===== src/sv/fpr_pkg.sv =====
// ----------------------------------------------------------------------------
// fpr_pkg - firmware packet receiver shared definitions
// Command and result codes, register indexes and the front-to-back queue entry.
// ----------------------------------------------------------------------------
package fpr_pkg;

	localparam int MAX_PAYLOAD_DEF = 128;
	localparam int WRITE_BYTES_DEF = 8;

	localparam int CFG_IDX_W = 2;
	localparam logic [CFG_IDX_W-1:0] REG_STAGING_BASE = 2'd0;
	localparam logic [CFG_IDX_W-1:0] REG_PACKET_MAGIC = 2'd1;

	localparam logic [1:0] CMD_START   = 2'd0;
	localparam logic [1:0] CMD_HEADER  = 2'd1;
	localparam logic [1:0] CMD_PAYLOAD = 2'd2;
	localparam logic [1:0] CMD_FINISH  = 2'd3;

	localparam logic [2:0] KIND_WRITE = 3'd0;
	localparam logic [2:0] KIND_ACK   = 3'd1;
	localparam logic [2:0] KIND_NACK  = 3'd2;
	localparam logic [2:0] KIND_ERROR = 3'd3;
	localparam logic [2:0] KIND_DONE  = 3'd4;

	localparam logic [1:0] REASON_NONE      = 2'd0;
	localparam logic [1:0] REASON_MAGIC     = 2'd1;
	localparam logic [1:0] REASON_SEQUENCE  = 2'd2;
	localparam logic [1:0] REASON_CRC       = 2'd3;

	localparam logic [15:0] CRC_INIT    = 16'hFFFF;
	localparam logic [15:0] CRC_POLY    = 16'hA001;
	localparam logic [15:0] MAGIC_RESET = 16'hAA55;

	localparam logic OP_SINGLE = 1'b0;
	localparam logic OP_FLUSH  = 1'b1;

	typedef struct packed {
		logic        op;
		logic [2:0]  kind;
		logic [1:0]  reason;
		logic [15:0] pnum;
		logic [31:0] total;
		logic [31:0] addr;
		logic [7:0]  len;
	} queue_entry_t;

	typedef struct packed {
		logic flush_done;
	} back_status_t;

endpackage


===== src/sv/fpr_ram.sv =====
// ----------------------------------------------------------------------------
// fpr_ram - generic single-write, single-read RAM
// One write port and one read port, read data registered.
// ----------------------------------------------------------------------------
module fpr_ram #(
	parameter int WIDTH = 8,
	parameter int DEPTH = 128
) (
	input  logic                     clk,
	input  logic                     wr_en,
	input  logic [$clog2(DEPTH)-1:0] wr_addr,
	input  logic [WIDTH-1:0]         wr_data,
	input  logic                     rd_en,
	input  logic [$clog2(DEPTH)-1:0] rd_addr,
	output logic [WIDTH-1:0]         rd_data
);

	logic [WIDTH-1:0] mem [DEPTH];

	always_ff @(posedge clk) begin
		if (wr_en) begin
			mem[wr_addr] <= wr_data;
		end
		if (rd_en) begin
			rd_data <= mem[rd_addr];
		end
	end

endmodule


===== src/sv/fpr_queue.sv =====
// ----------------------------------------------------------------------------
// fpr_queue - short queue between front and back
// Holds classified work so that front and back stall independently.
// ----------------------------------------------------------------------------
module fpr_queue #(
	parameter int DEPTH = 2
) (
	input  logic                 clk,
	input  logic                 arst_n,
	input  logic                 push,
	input  fpr_pkg::queue_entry_t push_entry,
	output logic                 full,
	input  logic                 pop,
	output fpr_pkg::queue_entry_t pop_entry,
	output logic                 empty
);
	import fpr_pkg::*;

	localparam int PW = (DEPTH > 1) ? $clog2(DEPTH) : 1;
	localparam int CW = $clog2(DEPTH + 1);

	queue_entry_t    slot_q [DEPTH];
	logic [PW-1:0]   wr_ptr_q;
	logic [PW-1:0]   rd_ptr_q;
	logic [CW-1:0]   count_q;

	assign full      = (count_q == CW'(DEPTH));
	assign empty     = (count_q == '0);
	assign pop_entry = slot_q[rd_ptr_q];

	always_ff @(posedge clk) begin
		if (push && !full) begin
			slot_q[wr_ptr_q] <= push_entry;
		end
	end

	always_ff @(posedge clk or negedge arst_n) begin
		if (!arst_n) begin
			wr_ptr_q <= '0;
			rd_ptr_q <= '0;
			count_q  <= '0;
		end else begin
			if (push && !full) begin
				wr_ptr_q <= (wr_ptr_q == PW'(DEPTH - 1)) ? '0 : PW'(wr_ptr_q + 1'b1);
			end
			if (pop && !empty) begin
				rd_ptr_q <= (rd_ptr_q == PW'(DEPTH - 1)) ? '0 : PW'(rd_ptr_q + 1'b1);
			end
			unique case ({push && !full, pop && !empty})
				2'b10:   count_q <= CW'(count_q + 1'b1);
				2'b01:   count_q <= CW'(count_q - 1'b1);
				default: count_q <= count_q;
			endcase
		end
	end

endmodule


===== src/sv/fpr_front.sv =====
// ----------------------------------------------------------------------------
// fpr_front - input side of the packet receiver
// Holds configuration and image state, checks headers, buffers payload bytes,
// runs the CRC-16 and queues one work entry per item that has results.
// ----------------------------------------------------------------------------
module fpr_front #(
	parameter int MAX_PAYLOAD = fpr_pkg::MAX_PAYLOAD_DEF
) (
	input  logic                           clk,
	input  logic                           arst_n,
	input  logic                           cfg_valid,
	output logic                           cfg_ready,
	input  logic [fpr_pkg::CFG_IDX_W-1:0]  cfg_index,
	input  logic [31:0]                    cfg_data,
	input  logic                           in_valid,
	output logic                           in_stall,
	input  logic [1:0]                     cmd,
	input  logic [15:0]                    header_magic,
	input  logic [15:0]                    sequence_number,
	input  logic [7:0]                     payload_length,
	input  logic [15:0]                    header_crc,
	input  logic [7:0]                     data_byte,
	output logic                           q_push,
	output fpr_pkg::queue_entry_t          q_entry,
	input  logic                           q_full,
	input  fpr_pkg::back_status_t          back_status,
	output logic                           buf_wr_en,
	output logic [$clog2(MAX_PAYLOAD)-1:0] buf_wr_addr,
	output logic [7:0]                     buf_wr_data
);
	import fpr_pkg::*;

	localparam int AW = $clog2(MAX_PAYLOAD);
	localparam logic [7:0] MAX_LEN = 8'(MAX_PAYLOAD);

	localparam logic [1:0] MODE_IDLE    = 2'd0;
	localparam logic [1:0] MODE_HEADER  = 2'd1;
	localparam logic [1:0] MODE_PAYLOAD = 2'd2;

	function automatic logic [15:0] crc16_byte(input logic [15:0] crc, input logic [7:0] b);
		logic [15:0] c;
		c = crc ^ {8'h00, b};
		for (int i = 0; i < 8; i++) begin
			c = c[0] ? ((c >> 1) ^ CRC_POLY) : (c >> 1);
		end
		return c;
	endfunction

	logic [31:0] staging_base_q;
	logic [15:0] packet_magic_q;
	logic [1:0]  mode_q;
	logic [15:0] exp_seq_q;
	logic [31:0] next_addr_q;
	logic [31:0] byte_total_q;
	logic [15:0] crc_q;
	logic [15:0] exp_crc_q;
	logic [7:0]  pending_q;
	logic [7:0]  received_q;
	logic        flush_pend_q;

	logic        accept;
	logic [15:0] crc_new;
	logic [7:0]  received_new;
	logic        is_header;
	logic        is_byte;
	logic        is_finish;
	logic        hdr_bad_magic;
	logic        hdr_bad_seq;
	logic        hdr_empty;
	logic        pkt_end;
	logic        pkt_crc_ok;

	assign cfg_ready = 1'b1;
	assign in_stall  = q_full || flush_pend_q;
	assign accept    = in_valid && !in_stall;

	assign crc_new       = crc16_byte(crc_q, data_byte);
	assign received_new  = 8'(received_q + 8'd1);
	assign is_header     = accept && (cmd == CMD_HEADER) && (mode_q == MODE_HEADER);
	assign is_byte       = accept && (cmd == CMD_PAYLOAD) && (mode_q == MODE_PAYLOAD);
	assign is_finish     = accept && (cmd == CMD_FINISH) && (mode_q == MODE_HEADER);
	assign hdr_bad_magic = header_magic != packet_magic_q;
	assign hdr_bad_seq   = (sequence_number != exp_seq_q) || (payload_length > MAX_LEN);
	assign hdr_empty     = is_header && !hdr_bad_magic && !hdr_bad_seq
		&& (payload_length == 8'd0);
	assign pkt_end       = hdr_empty || (is_byte && (received_new >= pending_q));
	assign pkt_crc_ok    = hdr_empty ? (header_crc == CRC_INIT) : (crc_new == exp_crc_q);

	assign buf_wr_en   = is_byte;
	assign buf_wr_addr = received_q[AW-1:0];
	assign buf_wr_data = data_byte;

	always_comb begin
		q_push  = 1'b0;
		q_entry = '0;
		if (is_header && hdr_bad_magic) begin
			q_push         = 1'b1;
			q_entry.op     = OP_SINGLE;
			q_entry.kind   = KIND_ERROR;
			q_entry.reason = REASON_MAGIC;
			q_entry.pnum   = exp_seq_q;
		end else if (is_header && hdr_bad_seq) begin
			q_push         = 1'b1;
			q_entry.op     = OP_SINGLE;
			q_entry.kind   = KIND_NACK;
			q_entry.reason = REASON_SEQUENCE;
			q_entry.pnum   = sequence_number;
		end else if (pkt_end && !pkt_crc_ok) begin
			q_push         = 1'b1;
			q_entry.op     = OP_SINGLE;
			q_entry.kind   = KIND_NACK;
			q_entry.reason = REASON_CRC;
			q_entry.pnum   = exp_seq_q;
		end else if (pkt_end) begin
			q_push       = 1'b1;
			q_entry.op   = OP_FLUSH;
			q_entry.kind = KIND_ACK;
			q_entry.pnum = exp_seq_q;
			q_entry.addr = next_addr_q;
			q_entry.len  = hdr_empty ? 8'd0 : pending_q;
		end else if (is_finish) begin
			q_push        = 1'b1;
			q_entry.op    = OP_SINGLE;
			q_entry.kind  = KIND_DONE;
			q_entry.pnum  = exp_seq_q;
			q_entry.total = byte_total_q;
		end
	end

	always_ff @(posedge clk or negedge arst_n) begin
		if (!arst_n) begin
			staging_base_q <= '0;
			packet_magic_q <= MAGIC_RESET;
			mode_q         <= MODE_IDLE;
			exp_seq_q      <= '0;
			next_addr_q    <= '0;
			byte_total_q   <= '0;
			crc_q          <= CRC_INIT;
			exp_crc_q      <= '0;
			pending_q      <= '0;
			received_q     <= '0;
			flush_pend_q   <= 1'b0;
		end else begin
			if (cfg_valid && cfg_ready) begin
				if (cfg_index == REG_STAGING_BASE) begin
					staging_base_q <= cfg_data;
				end else if (cfg_index == REG_PACKET_MAGIC) begin
					packet_magic_q <= cfg_data[15:0];
				end
			end

			if (back_status.flush_done) begin
				flush_pend_q <= 1'b0;
			end

			if (accept && cmd == CMD_START) begin
				mode_q       <= MODE_HEADER;
				exp_seq_q    <= '0;
				next_addr_q  <= staging_base_q;
				byte_total_q <= '0;
				crc_q        <= CRC_INIT;
				exp_crc_q    <= '0;
				pending_q    <= '0;
				received_q   <= '0;
			end else if (is_header) begin
				if (hdr_bad_magic || hdr_bad_seq) begin
					mode_q <= MODE_IDLE;
				end else begin
					exp_crc_q  <= header_crc;
					pending_q  <= payload_length;
					received_q <= '0;
					crc_q      <= CRC_INIT;
					if (!hdr_empty) begin
						mode_q <= MODE_PAYLOAD;
					end
				end
			end else if (is_byte) begin
				crc_q      <= crc_new;
				received_q <= received_new;
			end else if (is_finish) begin
				mode_q <= MODE_IDLE;
			end

			if (pkt_end) begin
				if (pkt_crc_ok) begin
					mode_q       <= MODE_HEADER;
					exp_seq_q    <= 16'(exp_seq_q + 16'd1);
					next_addr_q  <= 32'(next_addr_q + {24'd0, hdr_empty ? 8'd0 : pending_q});
					byte_total_q <= 32'(byte_total_q + {24'd0, hdr_empty ? 8'd0 : pending_q});
					flush_pend_q <= 1'b1;
				end else begin
					mode_q <= MODE_IDLE;
				end
			end
		end
	end

endmodule


===== src/sv/fpr_back.sv =====
// ----------------------------------------------------------------------------
// fpr_back - result side of the packet receiver
// Takes queued work, reads buffered payload back, packs staging writes and
// drives the registered result channel.
// ----------------------------------------------------------------------------
module fpr_back #(
	parameter int MAX_PAYLOAD = fpr_pkg::MAX_PAYLOAD_DEF,
	parameter int WRITE_BYTES = fpr_pkg::WRITE_BYTES_DEF
) (
	input  logic                           clk,
	input  logic                           arst_n,
	input  fpr_pkg::queue_entry_t          q_entry,
	input  logic                           q_empty,
	output logic                           q_pop,
	output fpr_pkg::back_status_t          back_status,
	output logic                           buf_rd_en,
	output logic [$clog2(MAX_PAYLOAD)-1:0] buf_rd_addr,
	input  logic [7:0]                     buf_rd_data,
	output logic                           out_valid,
	input  logic                           out_stall,
	output logic [2:0]                     kind,
	output logic [1:0]                     reason,
	output logic [31:0]                    write_address,
	output logic [63:0]                    write_data,
	output logic [3:0]                     write_count,
	output logic [15:0]                    packet_number,
	output logic [31:0]                    image_bytes,
	output logic                           last
);
	import fpr_pkg::*;

	localparam int AW = $clog2(MAX_PAYLOAD);
	localparam int CW = $clog2(WRITE_BYTES + 1);

	localparam logic [2:0] ST_IDLE = 3'd0;
	localparam logic [2:0] ST_RD   = 3'd1;
	localparam logic [2:0] ST_CAP  = 3'd2;
	localparam logic [2:0] ST_WR   = 3'd3;
	localparam logic [2:0] ST_ACK  = 3'd4;

	logic [2:0]  st_q;
	logic [7:0]  pos_q;
	logic [7:0]  len_q;
	logic [CW-1:0] bidx_q;
	logic [63:0] word_q;
	logic [31:0] addr_q;
	logic [15:0] pnum_q;
	logic        out_valid_q;
	logic        out_free;

	assign out_free    = !out_valid_q || !out_stall;
	assign out_valid   = out_valid_q;
	assign q_pop       = (st_q == ST_IDLE) && !q_empty && out_free;
	assign buf_rd_en   = (st_q == ST_RD);
	assign buf_rd_addr = pos_q[AW-1:0];

	always_ff @(posedge clk) begin
		if (q_pop && q_entry.op == OP_SINGLE) begin
			kind          <= q_entry.kind;
			reason        <= q_entry.reason;
			write_address <= '0;
			write_data    <= '0;
			write_count   <= '0;
			packet_number <= q_entry.pnum;
			image_bytes   <= q_entry.total;
			last          <= 1'b1;
		end else if (st_q == ST_WR && out_free) begin
			kind          <= KIND_WRITE;
			reason        <= REASON_NONE;
			write_address <= addr_q;
			write_data    <= word_q;
			write_count   <= 4'(bidx_q);
			packet_number <= '0;
			image_bytes   <= '0;
			last          <= 1'b0;
		end else if (st_q == ST_ACK && out_free) begin
			kind          <= KIND_ACK;
			reason        <= REASON_NONE;
			write_address <= '0;
			write_data    <= '0;
			write_count   <= '0;
			packet_number <= pnum_q;
			image_bytes   <= '0;
			last          <= 1'b1;
		end
	end

	always_ff @(posedge clk or negedge arst_n) begin
		if (!arst_n) begin
			st_q                   <= ST_IDLE;
			pos_q                  <= '0;
			len_q                  <= '0;
			bidx_q                 <= '0;
			word_q                 <= '0;
			addr_q                 <= '0;
			pnum_q                 <= '0;
			out_valid_q            <= 1'b0;
			back_status.flush_done <= 1'b0;
		end else begin
			back_status.flush_done <= 1'b0;
			if (!out_stall) begin
				out_valid_q <= 1'b0;
			end
			unique case (st_q)
				ST_IDLE: begin
					if (q_pop) begin
						if (q_entry.op == OP_SINGLE) begin
							out_valid_q <= 1'b1;
						end else begin
							addr_q <= q_entry.addr;
							len_q  <= q_entry.len;
							pnum_q <= q_entry.pnum;
							pos_q  <= '0;
							bidx_q <= '0;
							word_q <= '0;
							st_q   <= (q_entry.len == 8'd0) ? ST_ACK : ST_RD;
						end
					end
				end
				ST_RD: begin
					st_q <= ST_CAP;
				end
				ST_CAP: begin
					for (int l = 0; l < WRITE_BYTES; l++) begin
						if (bidx_q == CW'(l)) begin
							word_q[8*l +: 8] <= buf_rd_data;
						end
					end
					pos_q  <= 8'(pos_q + 8'd1);
					bidx_q <= CW'(bidx_q + 1'b1);
					if (bidx_q == CW'(WRITE_BYTES - 1) || 8'(pos_q + 8'd1) == len_q) begin
						st_q <= ST_WR;
					end else begin
						st_q <= ST_RD;
					end
				end
				ST_WR: begin
					if (out_free) begin
						out_valid_q <= 1'b1;
						addr_q      <= 32'(addr_q + 32'(bidx_q));
						bidx_q      <= '0;
						word_q      <= '0;
						st_q        <= (pos_q == len_q) ? ST_ACK : ST_RD;
					end
				end
				ST_ACK: begin
					if (out_free) begin
						out_valid_q            <= 1'b1;
						back_status.flush_done <= 1'b1;
						st_q                   <= ST_IDLE;
					end
				end
				default: begin
					st_q <= ST_IDLE;
				end
			endcase
		end
	end

endmodule


===== src/sv/firmware_packet_receiver_core.sv =====
// ----------------------------------------------------------------------------
// firmware_packet_receiver_core - firmware image packet receiver
// Checks packet headers, buffers payload under a CRC-16/MODBUS check and
// releases staging writes, acks, nacks, error halts and a done summary.
// ----------------------------------------------------------------------------
// channel  handshake              payload
// in       in_valid / in_stall    cmd, header_magic, sequence_number,
//                                 payload_length, header_crc, data_byte
// out      out_valid / out_stall  kind, reason, write_address, write_data,
//                                 write_count, packet_number, image_bytes, last
// cfg      cfg_valid / cfg_ready  cfg_index, cfg_data
//
// The front checks headers and steps the CRC for each accepted transaction.
// The back pops a good packet's entry, reads and captures each payload byte
// (buffer read, capture), then registers each write and the ack as out_stall
// allows. in_stall is high while the two-entry queue is full and from the
// cycle after a good packet ends until the cycle after its ack is registered.
// cfg_ready is always high; the payload buffer needs no clearing after reset.
// ----------------------------------------------------------------------------
module firmware_packet_receiver_core #(
	parameter int MAX_PAYLOAD = fpr_pkg::MAX_PAYLOAD_DEF,
	parameter int WRITE_BYTES = fpr_pkg::WRITE_BYTES_DEF
) (
	input  logic                          clk,
	input  logic                          arst_n,
	input  logic                          cfg_valid,
	output logic                          cfg_ready,
	input  logic [fpr_pkg::CFG_IDX_W-1:0] cfg_index,
	input  logic [31:0]                   cfg_data,
	input  logic                          in_valid,
	output logic                          in_stall,
	input  logic [1:0]                    cmd,
	input  logic [15:0]                   header_magic,
	input  logic [15:0]                   sequence_number,
	input  logic [7:0]                    payload_length,
	input  logic [15:0]                   header_crc,
	input  logic [7:0]                    data_byte,
	output logic                          out_valid,
	input  logic                          out_stall,
	output logic [2:0]                    kind,
	output logic [1:0]                    reason,
	output logic [31:0]                   write_address,
	output logic [63:0]                   write_data,
	output logic [3:0]                    write_count,
	output logic [15:0]                   packet_number,
	output logic [31:0]                   image_bytes,
	output logic                          last
);
	import fpr_pkg::*;

	localparam int AW = $clog2(MAX_PAYLOAD);

	queue_entry_t  push_entry;
	queue_entry_t  pop_entry;
	back_status_t  back_status;
	logic          q_push;
	logic          q_full;
	logic          q_pop;
	logic          q_empty;
	logic          buf_wr_en;
	logic [AW-1:0] buf_wr_addr;
	logic [7:0]    buf_wr_data;
	logic          buf_rd_en;
	logic [AW-1:0] buf_rd_addr;
	logic [7:0]    buf_rd_data;

	fpr_front #(
		.MAX_PAYLOAD(MAX_PAYLOAD)
	) u_front (
		.clk            (clk),
		.arst_n         (arst_n),
		.cfg_valid      (cfg_valid),
		.cfg_ready      (cfg_ready),
		.cfg_index      (cfg_index),
		.cfg_data       (cfg_data),
		.in_valid       (in_valid),
		.in_stall       (in_stall),
		.cmd            (cmd),
		.header_magic   (header_magic),
		.sequence_number(sequence_number),
		.payload_length (payload_length),
		.header_crc     (header_crc),
		.data_byte      (data_byte),
		.q_push         (q_push),
		.q_entry        (push_entry),
		.q_full         (q_full),
		.back_status    (back_status),
		.buf_wr_en      (buf_wr_en),
		.buf_wr_addr    (buf_wr_addr),
		.buf_wr_data    (buf_wr_data)
	);

	fpr_queue #(
		.DEPTH(2)
	) u_queue (
		.clk       (clk),
		.arst_n    (arst_n),
		.push      (q_push),
		.push_entry(push_entry),
		.full      (q_full),
		.pop       (q_pop),
		.pop_entry (pop_entry),
		.empty     (q_empty)
	);

	fpr_ram #(
		.WIDTH(8),
		.DEPTH(MAX_PAYLOAD)
	) u_buf (
		.clk    (clk),
		.wr_en  (buf_wr_en),
		.wr_addr(buf_wr_addr),
		.wr_data(buf_wr_data),
		.rd_en  (buf_rd_en),
		.rd_addr(buf_rd_addr),
		.rd_data(buf_rd_data)
	);

	fpr_back #(
		.MAX_PAYLOAD(MAX_PAYLOAD),
		.WRITE_BYTES(WRITE_BYTES)
	) u_back (
		.clk          (clk),
		.arst_n       (arst_n),
		.q_entry      (pop_entry),
		.q_empty      (q_empty),
		.q_pop        (q_pop),
		.back_status  (back_status),
		.buf_rd_en    (buf_rd_en),
		.buf_rd_addr  (buf_rd_addr),
		.buf_rd_data  (buf_rd_data),
		.out_valid    (out_valid),
		.out_stall    (out_stall),
		.kind         (kind),
		.reason       (reason),
		.write_address(write_address),
		.write_data   (write_data),
		.write_count  (write_count),
		.packet_number(packet_number),
		.image_bytes  (image_bytes),
		.last         (last)
	);

endmodule

===== config.mk =====
export PLATFORM = sky130hd
export DESIGN_NAME = firmware_packet_receiver_core
export DESIGN_NICKNAME = d
export VERILOG_FILES = /design/src/sv/fpr_pkg.sv /design/src/sv/fpr_ram.sv /design/src/sv/fpr_queue.sv /design/src/sv/fpr_front.sv /design/src/sv/fpr_back.sv /design/src/sv/firmware_packet_receiver_core.sv
export SDC_FILE = /design/constraint.sdc
export NUM_CORES = 2
export LEC_CHECK = 0
export BUFFER_PORTS_ARGS = -buffer_cell sky130_fd_sc_hd__buf_2
export CORE_MARGIN = 3
export CORE_UTILIZATION = 30
export DETAILED_ROUTE_END_ITERATION = 10
export GPL_TIMING_DRIVEN = 0
export PLACE_DENSITY = 0.51
export SLEW_MARGIN = 10
export SYNTH_ARGS = -nofsm -noshare
export SYNTH_HDL_FRONTEND = slang
export SYNTH_SLANG_ARGS = --single-unit

===== constraint.sdc =====
create_clock -name clk -period 13 [get_ports clk]
set_input_delay 0.65 -clock clk [delete_from_list [all_inputs] [get_ports clk]]
set_output_delay 0.65 -clock clk [all_outputs]
set_load 0.03 [all_outputs]

[Word-level counts from Yosys, hierarchy flattened]
Memory sizes are Yosys's and may differ from the RTL's. A register that Yosys moved wholly into a read port is not among the register bits.
Index checks and enable logic that the tools add are counted.
Word-level totals
  register bits after elaboration: 474
  bits of input ports: 105
  memories: 2
  bits in writable memories: 1212
  output and inout bits: 157
  logic and storage cells: 304
Operators by class
  order comparisons: 2
  eq/ne operators: 42
  add/subtract/negate cells: 11
  multiplexer cells: 127
  reductions and logical operators: 71
  bitwise logic cells: 11
Memories
  u_buf.mem: depth 128, width 8, read ports 1, clocked after Yosys merged registers in 1, write ports 1, line fpr_ram.sv:18  | logic [WIDTH-1:0] mem [DEPTH];
  u_queue.slot_q: depth 2, width 94, read ports 1, clocked after Yosys merged registers in 0, write ports 1, line fpr_queue.sv:22  | queue_entry_t slot_q [DEPTH];
Operator list (count)
  2-to-1 mux 32 bit: 14
  2-to-1 mux 16 bit: 23
  2-to-1 mux 64 bit: 5
  2-to-1 mux 72 bit: 3
  case mux 64 bit (3 select lines): 1
  2-to-1 mux 8 bit: 18
  adder 32 x 8 -> 32 bit: 2
  case mux 32 bit (2 select lines): 1
  2-to-1 mux 48 bit: 1
  2-to-1 mux 22 bit: 2
  2-to-1 mux 40 bit: 1
  AND reduction 5 bit: 8
  adder 32 x 4 -> 32 bit: 1
  inequality test 16 bit: 2
  2-to-1 mux 3 bit: 10
  2-to-1 mux 4 bit: 7
  inequality test 2 x 1 -> 1 bit (second input constant): 13
  2-to-1 mux 1 bit: 24
  2-to-1 mux 2 bit: 12
  inverter 2 -> 3 bit: 8
  logical AND 1 bit: 22
  adder 16 x 1 -> 16 bit (second input constant): 1
  adder 8 x 1 -> 8 bit (second input constant): 2
  equality test 16 bit: 1
  other kinds (39): 82

[Longest topological paths before layout]
  word-level depth: 27
  depth in mapped cells: 20
  mapped depth without buffers: 17

[Hierarchy]
From an unflattened synthesis, not the netlist that was laid out.
Second synthesis, totals
  cell total of the unflattened synthesis: 4086
  area, all modules: 69497.9 um2
By module, submodules not included
  fpr_ram: area each 39745.6 um2, instances 1, sequential area each 30989.7 um2, cells an instance 1635
  fpr_back: area each 11957.7 um2, instances 1, sequential area each 7041.8 um2, cells an instance 1028
  fpr_front: area each 10606.4 um2, instances 1, sequential area each 4509.3 um2, cells an instance 1112
  fpr_queue: area each 7188.1 um2, instances 1, sequential area each 5745.5 um2, cells an instance 311

[Worst setup path before layout]
OpenSTA, ideal clock, no wires.
  kind: input port to flip-flop
  start: input header_magic[9]
  end: memory u_queue.slot_q[1][0] (netlist bit), enable pin
  setup slack: 5.984 ns
  library setup time: 0.558 ns
  required time: 12.442 ns
  cell stages on the path: 9
  path buffers: 1
  data arrival time: 6.458 ns
  cells stage by stage: xnor2_1 nand4_1 nor4_1 and3_1 clkbuf_1 nand2_1 nand3_1 nor2b_1 nor2b_1
Between the ends
  word-level cells in the longest chain between the ends: 14
  elaborated cells between the ends (all ways): 17
  those cells by class: eq/ne (1); mux (7); reduce/logical (9)
RTL lines
  from (decl): line firmware_packet_receiver_core.sv:33  | input logic [15:0] header_magic,
  inequality test 16 bit *: line fpr_front.sv:82  | assign hdr_bad_magic = header_magic != packet_magic_q;
  logical NOT 1 bit: line fpr_front.sv:84  | assign hdr_empty = is_header && !hdr_bad_magic && !hdr_bad_seq
  logical AND 1 bit (2 in series): line fpr_front.sv:84
  logical AND 1 bit: line fpr_front.sv:85  | && (payload_length == 8'd0);
  2-to-1 mux 1 bit: line fpr_front.sv:87  | assign pkt_crc_ok = hdr_empty ? (header_crc == CRC_INIT) : (crc_new == exp_crc_q);
  logical NOT 1 bit: line fpr_front.sv:108  | end else if (pkt_end && !pkt_crc_ok) begin
  logical AND 1 bit: line fpr_front.sv:108
  2-to-1 mux 1 bit: line fpr_front.sv:108
  2-to-1 mux 1 bit: line fpr_front.sv:102  | end else if (is_header && hdr_bad_seq) begin
  2-to-1 mux 1 bit *: line fpr_front.sv:96  | if (is_header && hdr_bad_magic) begin
  logical AND 1 bit *: line fpr_queue.sv:32  | if (push && !full) begin
  2-to-1 mux 1 bit *: line fpr_queue.sv:32
  2-to-1 mux 1 bit (not written as such) *: line fpr_queue.sv:33  | slot_q[wr_ptr_q] <= push_entry;
  to (decl): line fpr_queue.sv:22
Every way passes the cells marked *; elsewhere a longest branch is shown, timed or not.

[Worst setup path after layout]
  start: register u_front.received_q[3]
  end: memory u_queue.slot_q[1][82] (netlist bit), enable pin
Between the ends
  word-level cells in the longest chain between the ends: 11
  elaborated cells between the ends (all ways): 12
  those cells by class: add/sub (1); order compare (1); mux (6); reduce/logical (4)
RTL lines
  from (decl): line fpr_front.sv:58  | logic [7:0] received_q;
  from (signal assigned): line fpr_front.sv:179  | received_q <= received_new;
  adder 8 x 1 -> 8 bit *: line fpr_front.sv:78  | assign received_new = 8'(received_q + 8'd1);
  greater-or-equal comparator 8 bit *: line fpr_front.sv:86  | assign pkt_end = hdr_empty || (is_byte && (received_new >= pending_q));
  logical AND 1 bit *: line fpr_front.sv:86
  logical OR 1 bit *: line fpr_front.sv:86
  2-to-1 mux 1 bit / logical AND 1 bit (equally long branches): line fpr_front.sv:114, fpr_front.sv:108
  2-to-1 mux 1 bit *: line fpr_front.sv:108
  2-to-1 mux 1 bit *: line fpr_front.sv:102
  2-to-1 mux 1 bit *: line fpr_front.sv:96
  logical AND 1 bit *: line fpr_queue.sv:32
  2-to-1 mux 1 bit *: line fpr_queue.sv:32
  2-to-1 mux 1 bit (not written as such) *: line fpr_queue.sv:33
Marked as above.

==> results.tsv <==
metric	value	unit
CP Capture Type	register	
detailed-route via count	38670	
Setup Viol. Count Final	0	
gpl congestion	0.8570	
H-tree Lvls	4	
WS Path Type	register to register	
clock buffer depth	3	
Clock Skew	0.03399	ns
die width	484.1	µm
Worst slew margin	10.91	%
Syn Inst Count	4098	
Flop pwr share	41.3	%
Worst VDD drop	0.0001021	V
antenna violations before repair	11	
Syn Nets	4242	
area growth from synthesis to layout	16.52	%
root buf cell	clkbuf_16	
maxcap violations	0	
share of cells above drive strength 1	21.88	%
Lkg Pwr	27.45	nW
RSZ-0062 raised after global routing	no	
Post-Syn Area per Cell	16.73	µm²
GRT Total Usage	15.89	%
Clock Latency Late Sink	0.81	ns
die area	234300	µm²
largest net degree at the start of global routing	106	
Sw Share	32.62	%
Cell Area, Synth	68570	µm²
library cells used by synthesis	79	
Worst EP required	13.54	ns
crit share post-route	40.20	%
WP data arrival	5.76	ns
CTS Buf Count	176	
Synth Warn #	0	
status	finished clean	
P_sw	5.389	mW
R2R Setup Slk	7.77	ns
Comb power frac	28.5	%
Routed Antenna Nets	0	
worst min-delay path class	input pin to register	
GR Overflow Total	0	
vias in the first global route	38690	
f_max	0.1913	GHz
CP Max Fanout	23	
Routed WL per cell	24.57	µm
post-cts resize count	0	
starting DRC count in detailed routing	3414	
Die H	484.1	µm
Post-synth EDFFs	1273	
Post-DP Area	74240	µm²
Worst Setup Slack, final	7.773	ns
Site Rows	174	
Pint	11.13	mW
FFs w/ async S/R, synth	18.89	%
first-pass GRT wire length	276.3	mm
Post-route DRC	0	
TritonRoute pass-1 iters	6	
Setup WS pre-CTS	7.668	ns
Seq cells post-synth	1694	
Total Routed Length	189.1	mm
Slew @ Worst Pin	1.336	ns
Main synth FF type	edfxtp_1	
Seq/Total Area, Yosys	70.42	%
num ports	262	
Core ar.	226000	µm²
setup_tns	0	ns
Max Slew Vio Count	0	
Post-DP HPWL	131.7	mm
Final Hold Fails	0	
Clock Sinks	1694	
Final Instance Area	79900	µm²
Reg clk slew, reported paths	0.06	ns
CTS tree	done	
port bufs	260	
Final Critical Period	5.227	ns
Via density	5.024	
Clock power frac	30.2	%
Initial Util	30.34	%
Worst setup SP type	register	
Pwr Density	206.8	nW/µm²
NumNets Final	4702	
## layout make-up
cell class,count,area (µm²)
Inverter,41,156.4
Clock buffer,235,4760
Fill cell,21450,146100
Buffer,230,888.4
Sequential cell,1694,48290
Multi-Input combinational cell,2133,19270
Antenna cell,1,2.502
Timing Repair Buffer,282,1902
Clock inverter,89,890.9
Tap cell,2992,3744
## final timing paths
kind	from	end	cells past startpoint
min in group asynchronous	arst_n	u_back.pnum_q[9]$_DFFE_PN0P_	2
max in group asynchronous	arst_n	u_front.packet_magic_q[9]$_DFFE_PN1P_	4
worst max-delay path	u_front.received_q[3]$_DFFE_PN0P_	u_queue.slot_q[1][82]$_DFFE_PP_	12
worst min register to register	u_back.back_status$_DFF_PN0_	u_front.flush_pend_q$_DFF_PN0_	1
worst max register to register	u_front.received_q[3]$_DFFE_PN0P_	u_queue.slot_q[1][82]$_DFFE_PP_	12
worst min-delay path	cfg_data[28]	u_front.staging_base_q[28]$_DFFE_PN0P_	2
## layout by cell type (no fill, tap or decap), types with 27 or more instances in the layout
| master | n |
|---|---|
| a21oi_1 | 93 |
| a22o_1 | 120 |
| and2_1 | 83 |
| and3_1 | 31 |
| buf_1 | 41 |
| buf_2 | 258 |
| clkbuf_1 | 226 |
| clkbuf_16 | 179 |
| clkinv_1 | 29 |
| clkinv_2 | 27 |
| dfrtp_1 | 296 |
| dfxtp_1 | 101 |
| edfxtp_1 | 1273 |
| ha_1 | 36 |
| inv_1 | 39 |
| mux2_2 | 99 |
| mux2i_1 | 123 |
| mux4_2 | 336 |
| nand2_1 | 265 |
| nand3_1 | 80 |
| nand4_1 | 37 |
| nor2_1 | 281 |
| nor3_1 | 31 |
| o21ai_0 | 155 |
| xnor2_1 | 58 |
| xor2_1 | 43 |
## flip-flops by register name (all words and copies together) (netlist names), 32 cells and up
register,cells
u_back.addr_q,32
u_back.write_address,32
u_back.word_q,64
u_back.write_data,64
u_front.next_addr_q,32
u_front.byte_total_q,32
u_front.staging_base_q,32
u_buf.mem,1024
u_queue.slot_q,188
u_back.image_bytes,32
## worst max-delay path: stages (launching register included)
cell      delay [ns]
dfrtp_1         0.46
and2_1          0.16
clkbuf_1        0.53
nand3_1         0.51
nor2_1          0.32
xor2_1          0.23
ha_1            0.28
a31oi_1         0.47
nand3_1         0.59
nor2b_1         0.64
nor2b_4         0.29
buf_16          0.25
buf_16          0.18
## cells in the mapped netlist, types with 5 or more instances
| library cell | count | area [µm²] |
|---|---|---|
| a211oi_1 | 15 | 112.6 |
| a21o_1 | 12 | 90.09 |
| a21oi_1 | 93 | 465.5 |
| a22o_1 | 120 | 1051 |
| a31oi_1 | 16 | 100.1 |
| and2_1 | 83 | 519.3 |
| and3_1 | 31 | 193.9 |
| buf_1 | 43 | 161.4 |
| buf_2 | 6 | 30.03 |
| clkbuf_1 | 177 | 664.4 |
| dfrtp_1 | 296 | 7407 |
| dfstp_2 | 24 | 630.6 |
| dfxtp_1 | 101 | 2022 |
| edfxtp_1 | 1273 | 38230 |
| ha_1 | 36 | 450.4 |
| inv_1 | 40 | 150.1 |
| mux2_2 | 99 | 1115 |
| mux2i_1 | 123 | 1231 |
| mux4_2 | 336 | 7567 |
| nand2_1 | 265 | 994.7 |
| nand2b_1 | 13 | 81.33 |
| nand3_1 | 80 | 400.4 |
| nand4_1 | 37 | 231.5 |
| nor2_1 | 282 | 1059 |
| nor2b_1 | 27 | 168.9 |
| nor3_1 | 31 | 155.2 |
| nor4_1 | 21 | 131.4 |
| o21a_1 | 7 | 52.55 |
| o21ai_0 | 155 | 775.7 |
| o221a_2 | 6 | 67.56 |
| o22a_1 | 18 | 157.7 |
| o22ai_1 | 9 | 56.30 |
| o31ai_1 | 16 | 120.1 |
| o32ai_1 | 7 | 61.31 |
| or2_2 | 5 | 31.28 |
| or3_1 | 5 | 31.28 |
| or4_1 | 6 | 45.04 |
| xnor2_1 | 58 | 508.0 |
| xor2_1 | 43 | 376.6 |
## per-layer routing
metal / share of wire, % / global-route usage (%) / vias up
met4: 1.6 / 3.186 / 4
li1: - / - / 16940
met1: 45 / 22.72 / 20260
met5: 0.016 / 0 / -
met2: 47 / 25.27 / 1241
met3: 6.1 / 3.017 / 219
## metrics by stage
stage / util, % / power, mW / cells / hold slack, ns
after floorplan: - / 9.919 / 4098 / 0.3544
after global placement: 32.58 / 11.62 / 7350 / 0.4236
after detailed placement: 32.85 / 11.68 / 7371 / 0.4248
after CTS: 35.36 / 16.70 / 7696 / 0.008845
after global routing: 35.36 / 17.27 / 7696 / 0.03202
final: 35.36 / 16.52 / 7697 / 0.09371
## power by group through the flow
stage	logic, mW	registers, mW	clock network (mW)
floorplan	2.77	7.15	0
global route	5.06	6.89	5.33
finish	4.70	6.83	4.99
global placement	4.67	6.94	0
detailed placement	4.75	6.93	0
CTS	4.77	6.82	5.11
## kinds of logic after synthesis
kind of cell	share of synthesized area, %
buffers and inverters	1.516
flip-flops	70.42
AND/OR/NAND/NOR	6.096
AO/OA/AOI/OAI	5.151
other	0.005469
multiplexers	14.46
XOR/XNOR	1.609
adder cells (fa/ha/maj)	0.7445
## timing repair
action                                 CTS  global route
setup buffers                            0             0
hold buffers                             1             0
endpoints found under the hold margin   45             0
Note: power is estimated with default switching activity, not from simulation.
